--- src/design/bba_pkg.sv ---
// shared types, codes and helpers for the bitmap block allocator
// no dependencies
package bba_pkg;

    localparam int MAP_WORDS_DEFAULT = 1024;

    typedef enum logic [1:0] {
        CMD_ALLOC     = 2'd0,
        CMD_FREE      = 2'd1,
        CMD_LOAD      = 2'd2,
        CMD_SET_COUNT = 2'd3
    } cmd_t;

    typedef enum logic [1:0] {
        ST_OK        = 2'd0,
        ST_NO_SPACE  = 2'd1,
        ST_OUT_RANGE = 2'd2
    } status_t;

    localparam logic REG_ALLOC_BASE = 1'b0;
    localparam logic REG_BLK_LIMIT  = 1'b1;

    typedef struct packed {
        status_t     status;
        logic [14:0] block_out;
        logic [15:0] free_count;
    } result_t;

    // index of the lowest set bit, 0 when none
    function automatic logic [4:0] lowest_set(input logic [31:0] bits);
        logic [4:0] pos;
        pos = 5'd0;
        for (int i = 31; i >= 0; i--)
        begin
            if (bits[i])
            begin
                pos = 5'(i);
            end
        end
        return pos;
    endfunction

endpackage

--- src/design/bba_ctrl.sv ---
// command sequencer: clearing pass, word scan, read-modify-write, free count
// depends on bba_pkg and drives the ports of bba_map_ram
module bba_ctrl import bba_pkg::*; #(
    parameter int MAP_WORDS = MAP_WORDS_DEFAULT,
    parameter int AW        = 10
) (
    input  logic          clk,
    input  logic          rst_n,
    input  logic          in_valid,
    output logic          in_ready,
    input  logic [1:0]    cmd,
    input  logic [15:0]   block,
    input  logic [9:0]    word_index,
    input  logic [31:0]   word_data,
    input  logic [15:0]   count_value,
    input  logic [15:0]   alloc_base,
    input  logic [15:0]   blk_limit,
    output logic          mem_we,
    output logic [AW-1:0] mem_waddr,
    output logic [31:0]   mem_wdata,
    output logic [AW-1:0] mem_raddr,
    input  logic [31:0]   mem_rdata,
    output logic          res_valid,
    input  logic          res_ready,
    output result_t       res
);

    localparam int CAP_INT = (MAP_WORDS * 32 < 65535) ? MAP_WORDS * 32 : 65535;
    localparam logic [15:0]   COUNT_CAP = 16'(CAP_INT);
    localparam logic [AW-1:0] LAST_ADDR = AW'(MAP_WORDS - 1);

    typedef enum logic [5:0] {
        S_CLEAR = 6'b000001,
        S_IDLE  = 6'b000010,
        S_SCAN  = 6'b000100,
        S_FREE  = 6'b001000,
        S_DONE  = 6'b010000,
        S_SPARE = 6'b100000
    } state_t;

    state_t        state_reg, state_next;
    logic [AW-1:0] clr_reg, clr_next;
    logic [10:0]   cur_reg, cur_next;
    logic [15:0]   blk_reg, blk_next;
    logic [15:0]   free_reg, free_next;
    status_t       stat_reg, stat_next;
    logic [14:0]   got_reg, got_next;

    logic [15:0] tb_m1;
    logic [10:0] first_word;
    logic [10:0] last_word;
    logic [4:0]  lo_sh;
    logic [4:0]  hi_sh;
    logic [31:0] free_bits;
    logic [4:0]  pos;
    logic [15:0] free_inc;
    logic [15:0] free_dec;

    assign tb_m1      = blk_limit - 16'd1;
    assign first_word = alloc_base[15:5];
    assign last_word  = tb_m1[15:5];
    assign lo_sh      = (cur_reg == first_word) ? alloc_base[4:0] : 5'd0;
    assign hi_sh      = (cur_reg == last_word) ? ~tb_m1[4:0] : 5'd0;
    assign free_bits  = ~mem_rdata & (32'hFFFF_FFFF << lo_sh) & (32'hFFFF_FFFF >> hi_sh);
    assign pos        = lowest_set(free_bits);
    assign free_inc   = (free_reg < COUNT_CAP) ? free_reg + 16'd1 : free_reg;
    assign free_dec   = (free_reg != 16'd0) ? free_reg - 16'd1 : free_reg;

    always_comb
    begin
        state_next = state_reg;
        clr_next   = clr_reg;
        cur_next   = cur_reg;
        blk_next   = blk_reg;
        free_next  = free_reg;
        stat_next  = stat_reg;
        got_next   = got_reg;
        mem_we     = 1'b0;
        mem_waddr  = clr_reg;
        mem_wdata  = 32'd0;
        mem_raddr  = AW'(32'(cur_reg));
        in_ready   = 1'b0;
        res_valid  = 1'b0;
        case (state_reg)
            S_CLEAR:
            begin
                mem_we = 1'b1;
                if (clr_reg == LAST_ADDR)
                begin
                    state_next = S_IDLE;
                end
                else
                begin
                    clr_next = clr_reg + AW'(1);
                end
            end
            S_IDLE:
            begin
                in_ready = 1'b1;
                if (in_valid)
                begin
                    got_next  = 15'd0;
                    stat_next = ST_OK;
                    blk_next  = block;
                    case (cmd)
                        CMD_ALLOC:
                        begin
                            if ((alloc_base >= blk_limit) ||
                                (32'(first_word) >= MAP_WORDS))
                            begin
                                stat_next  = ST_NO_SPACE;
                                state_next = S_DONE;
                            end
                            else
                            begin
                                cur_next   = first_word;
                                mem_raddr  = AW'(32'(first_word));
                                state_next = S_SCAN;
                            end
                        end
                        CMD_FREE:
                        begin
                            if ((block < alloc_base) || (block >= blk_limit))
                            begin
                                stat_next  = ST_OUT_RANGE;
                                state_next = S_DONE;
                            end
                            else if (32'(block[15:5]) >= MAP_WORDS)
                            begin
                                free_next  = free_inc;
                                state_next = S_DONE;
                            end
                            else
                            begin
                                mem_raddr  = AW'(32'(block[15:5]));
                                state_next = S_FREE;
                            end
                        end
                        CMD_LOAD:
                        begin
                            if (32'(word_index) < MAP_WORDS)
                            begin
                                mem_we    = 1'b1;
                                mem_waddr = AW'(32'(word_index));
                                mem_wdata = word_data;
                            end
                            state_next = S_DONE;
                        end
                        default:
                        begin
                            free_next  = (count_value > COUNT_CAP) ? COUNT_CAP : count_value;
                            state_next = S_DONE;
                        end
                    endcase
                end
            end
            S_SCAN:
            begin
                if (free_bits != 32'd0)
                begin
                    mem_we     = 1'b1;
                    mem_waddr  = AW'(32'(cur_reg));
                    mem_wdata  = mem_rdata | (32'd1 << pos);
                    got_next   = {cur_reg[9:0], pos};
                    free_next  = free_dec;
                    state_next = S_DONE;
                end
                else if ((cur_reg == last_word) || (32'(cur_reg) + 32'd1 >= MAP_WORDS))
                begin
                    stat_next  = ST_NO_SPACE;
                    state_next = S_DONE;
                end
                else
                begin
                    cur_next  = cur_reg + 11'd1;
                    mem_raddr = AW'(32'(cur_reg) + 32'd1);
                end
            end
            S_FREE:
            begin
                mem_we     = 1'b1;
                mem_waddr  = AW'(32'(blk_reg[15:5]));
                mem_wdata  = mem_rdata & ~(32'd1 << blk_reg[4:0]);
                free_next  = free_inc;
                state_next = S_DONE;
            end
            S_DONE:
            begin
                res_valid = 1'b1;
                if (res_ready)
                begin
                    state_next = S_IDLE;
                end
            end
            default:
            begin
                state_next = S_IDLE;
            end
        endcase
    end

    always_ff @(posedge clk or negedge rst_n)
    begin
        if (!rst_n)
        begin
            state_reg <= S_CLEAR;
            clr_reg   <= '0;
            free_reg  <= 16'd0;
        end
        else
        begin
            state_reg <= state_next;
            clr_reg   <= clr_next;
            free_reg  <= free_next;
        end
    end

    always_ff @(posedge clk)
    begin
        cur_reg  <= cur_next;
        blk_reg  <= blk_next;
        stat_reg <= stat_next;
        got_reg  <= got_next;
    end

    assign res = '{status: stat_reg, block_out: got_reg, free_count: free_reg};

endmodule

--- config.mk ---
export PLATFORM = sky130hd
export DESIGN_NAME = bba_ctrl
export DESIGN_NICKNAME = d
export VERILOG_FILES = /design/src/design/bba_pkg.sv /design/src/design/bba_ctrl.sv
export SDC_FILE = /design/constraint.sdc
export NUM_CORES = 1
export LEC_CHECK = 0
export ABC_AREA = 1
export BUFFER_PORTS_ARGS = -buffer_cell sky130_fd_sc_hd__buf_2
export CAP_MARGIN = 20
export CORE_UTILIZATION = 39
export DETAILED_ROUTE_END_ITERATION = 16
export SYNTH_ARGS = -nofsm -noshare
export SYNTH_HDL_FRONTEND = slang
export SYNTH_SLANG_ARGS = --single-unit
--- constraint.sdc ---
create_clock -name clk -period 10.45 [get_ports clk]
set_input_delay 1.5675 -clock clk [delete_from_list [all_inputs] [get_ports clk]]
set_output_delay 1.5675 -clock clk [all_outputs]
set_load 0.01 [all_outputs]
* Word-level counts from Yosys, hierarchy flattened
Cells that the tools add are included.
** Word-level totals
- Bits in read-only memories :: 0
- Bits in registers :: 75
- Memory bits (writable) :: 0
- Latch bits :: 0
- Logic and storage cells :: 165
- Memories kept :: 0
- Bits of input ports :: 144
- Output and inout bits :: 88
** Operators by class
- Muxes and demuxes :: 91
- $mul :: 0
- Bitwise operators :: 8
- Shifts and indexed selects :: 4
- Equality and inequality tests :: 24
- $add $sub $neg :: 6
- Div/mod/pow operators :: 0
- Reductions and logical operators :: 17
- Order comparisons :: 8
** Operators with widths (number)
- 2-to-1 mux 5 bit :: 37
- 2-to-1 mux 16 bit :: 7
- bitwise AND 32 bit :: 3
- 2-to-1 mux 32 bit :: 3
- one-hot mux 32 bit (3 select lines) :: 1
- 2-to-1 mux 10 bit :: 9
- NOT 32 bit :: 2
- left shift 1 x 5 -> 32 bit (first input constant) :: 2
- 2-to-1 mux 11 bit :: 5
- one-hot mux 16 bit (3 select lines) :: 1
- one-hot mux 10 bit (2 select lines) :: 2
- >= comparator 16 bit :: 2
- >= comparator 32 x 11 -> 1 bit (second input constant) :: 1
- OR 32 bit :: 1
- one-hot mux 16 bit (2 select lines) :: 1
- nonzero test 32 bit :: 1
- left shift 32 x 5 -> 32 bit (first input constant) :: 1
- >> shifter 32 x 5 -> 32 bit (first input constant) :: 1
- subtractor 16 x 1 -> 16 bit (second input constant) :: 2
- 2-to-1 mux 15 bit :: 2
- 2-to-1 mux 6 bit :: 5
- one-hot mux 10 bit (3 select lines) :: 1
- one-hot mux 15 bit (2 select lines) :: 1
- one-hot mux 6 bit (5 select lines) :: 1
- other kinds (39) :: 66

* Depth between registers and ports, before layout
- Word-level depth :: 41
- Gate-level depth with buffers :: 50
- Depth with buffers taken out :: 49

* Least setup slack after synthesis
No wires, ideal clock.
- Kind :: input port to output port
- Start :: input port blk_limit[0]
- End :: output port mem_wdata[20]
- Data required time :: 8.883 ns
- Setup slack :: 4.010 ns
- Arrival :: 4.872 ns
- Buffers on the path :: 0
- Stages :: 48
- Path through :: inv_2 -> ha_1 -> nand2_1 -> nor2_2 -> nand2_1 -> nand2_1 -> nand2_1 -> nor2_1 -> nand2_1 -> nor2_4 -> nand3_2 -> inv_2 -> nor2_1 -> nand2_1 -> nand2_1 -> nand2_1 -> nand2_1 -> nand2_1 -> [... 12 more ...] -> nand2_1 -> nand2_1 -> nand2_1 -> nand2_1 -> nand2_1 -> nand2_1 -> nand2_1 -> nand2_1 -> nand2_1 -> nand2_1 -> nand2_1 -> nand2_2 -> nand2_2 -> nand2_4 -> nand4_1 -> o21bai_1 -> nand2_1 -> nand2_1
** On the way
- Word-level cells in the longest chain between the ends :: 41
- Elaborated cells on any way between the ends :: 43
- Classes of those cells :: add/sub: 1; eq/ne: 1; shift: 2; mux: 35; bitwise: 3; reduce/logical: 1
** Ends and longest elaborated chain
- from (decl) :: RTL line bba_ctrl.sv:17 : input logic [15:0] blk_limit,
- subtractor 16 x 1 -> 16 bit (*) :: RTL line bba_ctrl.sv:59 : assign tb_m1 = blk_limit - 16'd1;
- equality test 11 bit / NOT 5 bit (equally long branches) :: RTL line bba_ctrl.sv:63 : assign hi_sh = (cur_reg == last_word) ? ~tb_m1[4:0] : 5'd0;
- 2-to-1 mux 5 bit (*) :: RTL line bba_ctrl.sv:63
- >> shifter 32 x 5 -> 32 bit (*) :: RTL line bba_ctrl.sv:64 : assign free_bits = ~mem_rdata & (32'hFFFF_FFFF << lo_sh) & (32'hFFFF_FFFF >> hi_sh);
- bitwise AND 32 bit (*) :: RTL line bba_ctrl.sv:64
- 2-to-1 mux 5 bit (32 in a row) :: RTL line bba_pkg.sv:35 : if (bits[i])
- left shift 1 x 5 -> 32 bit :: RTL line bba_ctrl.sv:163 : mem_wdata = mem_rdata | (32'd1 << pos);
- OR 32 bit :: RTL line bba_ctrl.sv:163
- 2-to-1 mux 32 bit (*) :: RTL line bba_ctrl.sv:159 : if (free_bits != 32'd0)
- one-hot mux 32 bit (3 select lines) (*) :: RTL line bba_ctrl.sv:84 : case (state_reg)
- to (decl) :: RTL line bba_ctrl.sv:20 : output logic [31:0] mem_wdata,
Every way passes the cells marked *; elsewhere a longest branch is shown, timed or not.

* Worst setup path after layout
- Start :: input port blk_limit[0]
- End :: output port mem_wdata[10]
Same word-level chain as after synthesis.

==> impl_metrics.csv <==
group,metric,value,unit
min_path,whs_path_depth,1,
pwr,totalPowerFinal,1.71,mW
yosys,netlist_area,9160,sq um
floorplanning,dieArea,24100,sq um
yosys,synth_area_leaders,"nand2_1 15%, edfxtp_1 14%, inv_1 8.4%",
clocking,numCtsBuffers,9,
yosys,yosysWarnings,0,
layout,drive_above_1_share,17.9,%
yosys,synthDominantAreaCellType,"nand2_1",
layout,nets,1870,
pwr,power-per-cell-area,156,nW/um^2
critical_path,crit_required,8880,ps
detailed_routing,drc_errors,0,
clocking,hold_buffers,0,
yosys,ys.flop_type,"edfxtp_1",
critical_path,critPathMaxStageDelay,330,ps
clocking,cts_resized,0,
grt,grt_max_degree,38,
clocking,cts.sinks,74,
sta,finalCritPeriodShare,75.0,%
grt,overflow,0,
grt,track_usage,30.2,%
yosys,synth_top_area_share,14.7,%
yosys,syn_inst,1470,
floorplanning,fp.dieW,155,microns
detailed_routing,drt-initial-drc-count,993,
critical_path,rr_worst_depth,22,
floorplanning,ioPinCount,232,
placed_design,io_buffers,231,
critical_path,crit_start,"blk_limit[0]",
min_path,min_path_type,"register to register",
grt,antenna_found_initial,1,
detailed_routing,first_pass_iters,5,
sta,finClkSkew,13.6,ps
critical_path,path_class,"input port to output port",
sta,hold_viol_final,0,
sta,setup_viol,0,
placed_design,routabilityCongestion,0.986,
floorplanning,start_util,40.1,%
layout,largest_register_ffs,16,
sta,worst_slack,2610,ps
detailed_routing,vias_per_cell,5.57,
clocking,cts_root_buffer,"clkbuf_16",
sta,final.min_clock_period,7840,ps
yosys,async_reset_ff_share,41.9,%
detailed_routing,wl_per_cell,18.5,microns
sta,relSlewSlack,36.3,%
critical_path,r2r_end,"cur_reg[0]$_DFFE_PP_",
critical_path,critPathLaunchType,"input port",
grt,grt_pass1_wl,56200,microns
placed_design,hpwl,29900,microns
critical_path,crit_path_end_kind,"output port",
detailed_routing,finalWirelength,36900,microns
critical_path,critical-path-slowest-cell,"nand3_2",
yosys,ys_seq_elements,74,
sta,slew_viol_final,0,
floorplanning,die_y,155,microns
yosys,synth_cell_types,58,
yosys,avgSynthCellArea,6.23,sq um
clocking,clk_pin_slew,60,ps
layout,syn2layout_area_growth,19.5,%
critical_path,cpMostUsedCell,"nand2_1",
sta,fin_setup_tns,0,ps
min_path,hp-start,"clr_reg[2]$_DFFE_PN0P_",
critical_path,path_max_fanout,13,
detailed_routing,vias,11103,
floorplanning,num_rows,55,
pwr,vdd_drop_max,74.9,uV
yosys,synth_edf_count,43,
outcome,status,"finished, final reports clean",
clocking,worstSkewPairLatency,350,ps
clocking,tritoncts,"done",
clocking,clockBufferDepth,2,
placed_design,post_dp_cell_area,10600,sq um
sta,fmax,0.128,GHz
critical_path,reg2reg_slack,4870,ps
critical_path,rr_startpoint,"cur_reg[0]$_DFFE_PP_",
layout,design_area,10900,sq um
critical_path,critPathArrivalTime,6270,ps
placed_design,dp_cells,1973,
detailed_routing,postRouteAntennaNets,0,
min_path,worstHoldEndpoint,"clr_reg[2]$_DFFE_PN0P_",
layout,layout_commonest_cell,"nand2_1",
pwr,leakage,5.42,nW
job,maxCapViolCount,0,
yosys,syn_nets,1667,
clocking,htree_levels,3,
sta,worst_pin_slew,952,ps
layout,final_cell_mix,"359 x nand2_1, 231 x buf_2, 204 x inv_1, 162 x nor2_1, 95 x nand3_1",
layout,final_cell_count_no_fill,1992,
clocking,cts_setup_buffers,0,
grt,grt_pass1_vias,10212,
placed_design,dpl_worst_slack,2460,ps
floorplanning,coreArea,22800,sq um
sta,rsz0062_at_grt,"false",
yosys,seq_area_frac_synth,22.6,%
cell families after synthesis:
| kind of cell | after synthesis | share of synthesized area (%) |
|---|---|---|
| AO/OA/AOI/OAI | 297 | 20.2 |
| XOR/XNOR | 37 | 3.54 |
| adder cells (fa/ha/maj) | 53 | 7.24 |
| buffers and inverters | 268 | 11.1 |
| flip-flops | 74 | 22.6 |
| multiplexers | 1 | 0.109 |
| AND/OR/NAND/NOR | 740 | 35.2 |
synth_stat cells, drive strengths merged, types with 2 or more instances:
cell type	instances
a311oi	2
o21bai	10
nand2	365
a2111oi	4
ha	53
a21boi	2
inv	213
nand4	51
clkbuf	37
a211oi	2
nor4	6
a31oi	5
o21a	3
a41oi	3
nor3	34
a22oi	3
xor2	29
a32o	6
o211ai	28
o221ai	19
a21oi	75
dfrtp	30
o2111ai	10
nand3b	4
clkinv	4
nand3	98
edfxtp	43
o31ai	2
a32oi	2
o22ai	10
buf	14
nor2	180
xnor2	8
o21ai	105
critical path: cells and delay by family:
| kind | cells | cell delay [ps] |
|---|---|---|
| and+or+nand+nor | 45 | 3810 |
| buffers and inverters | 4 | 650 |
| adders and majority gates | 1 | 220 |
layer usage:
layer | global-route usage, % | up-vias | routed length (microns)
met2 | 49.2 | 521 | 16900
met3 | 4.51 | 50 | 3030
met5 | 0 | - | 0
li1 | - | 5403 | -
met4 | 8.68 | 0 | 859
met1 | 41.5 | 5129 | 16100
metrics by stage:
step | utilization, % | hold WS (ps)
3_3_place_gp | 46.4 | 506
3_5_place_dp | 46.4 | 508
2_1_floorplan | - | 478
5_1_grt | 47.9 | 549
4_1_cts | 47.8 | 518
6_report | 47.9 | 524
final cells by class:
cell class | instances | area, sq um
Timing Repair Buffer | 243 | 1250
Antenna cell | 1 | 2.50
Fill cell | 2528 | 11900
Inverter | 217 | 815
Tap cell | 313 | 392
Clock buffer | 10 | 229
Sequential cell | 74 | 2070
Multi-Input combinational cell | 1128 | 6100
Clock inverter | 6 | 90.1
power by group:
group	switching (mW)	internal, mW
Clock	0.131	0.210
Combinational	0.565	0.283
Sequential	0.108	0.413
Total	0.804	0.905
how the worst max path moves through the flow:
stage                    end  slack, ps  depth (start not counted)
2_1_floorplan  mem_wdata[20]       4010                         48
3_3_place_gp    mem_wdata[4]       2570                         29
3_5_place_dp    mem_wdata[0]       2460                         30
4_1_cts         mem_wdata[0]       2440                         30
5_1_grt        mem_wdata[10]       2060                         50
6_report       mem_wdata[10]       2610                         50
Power figures use the tool's default switching activity.
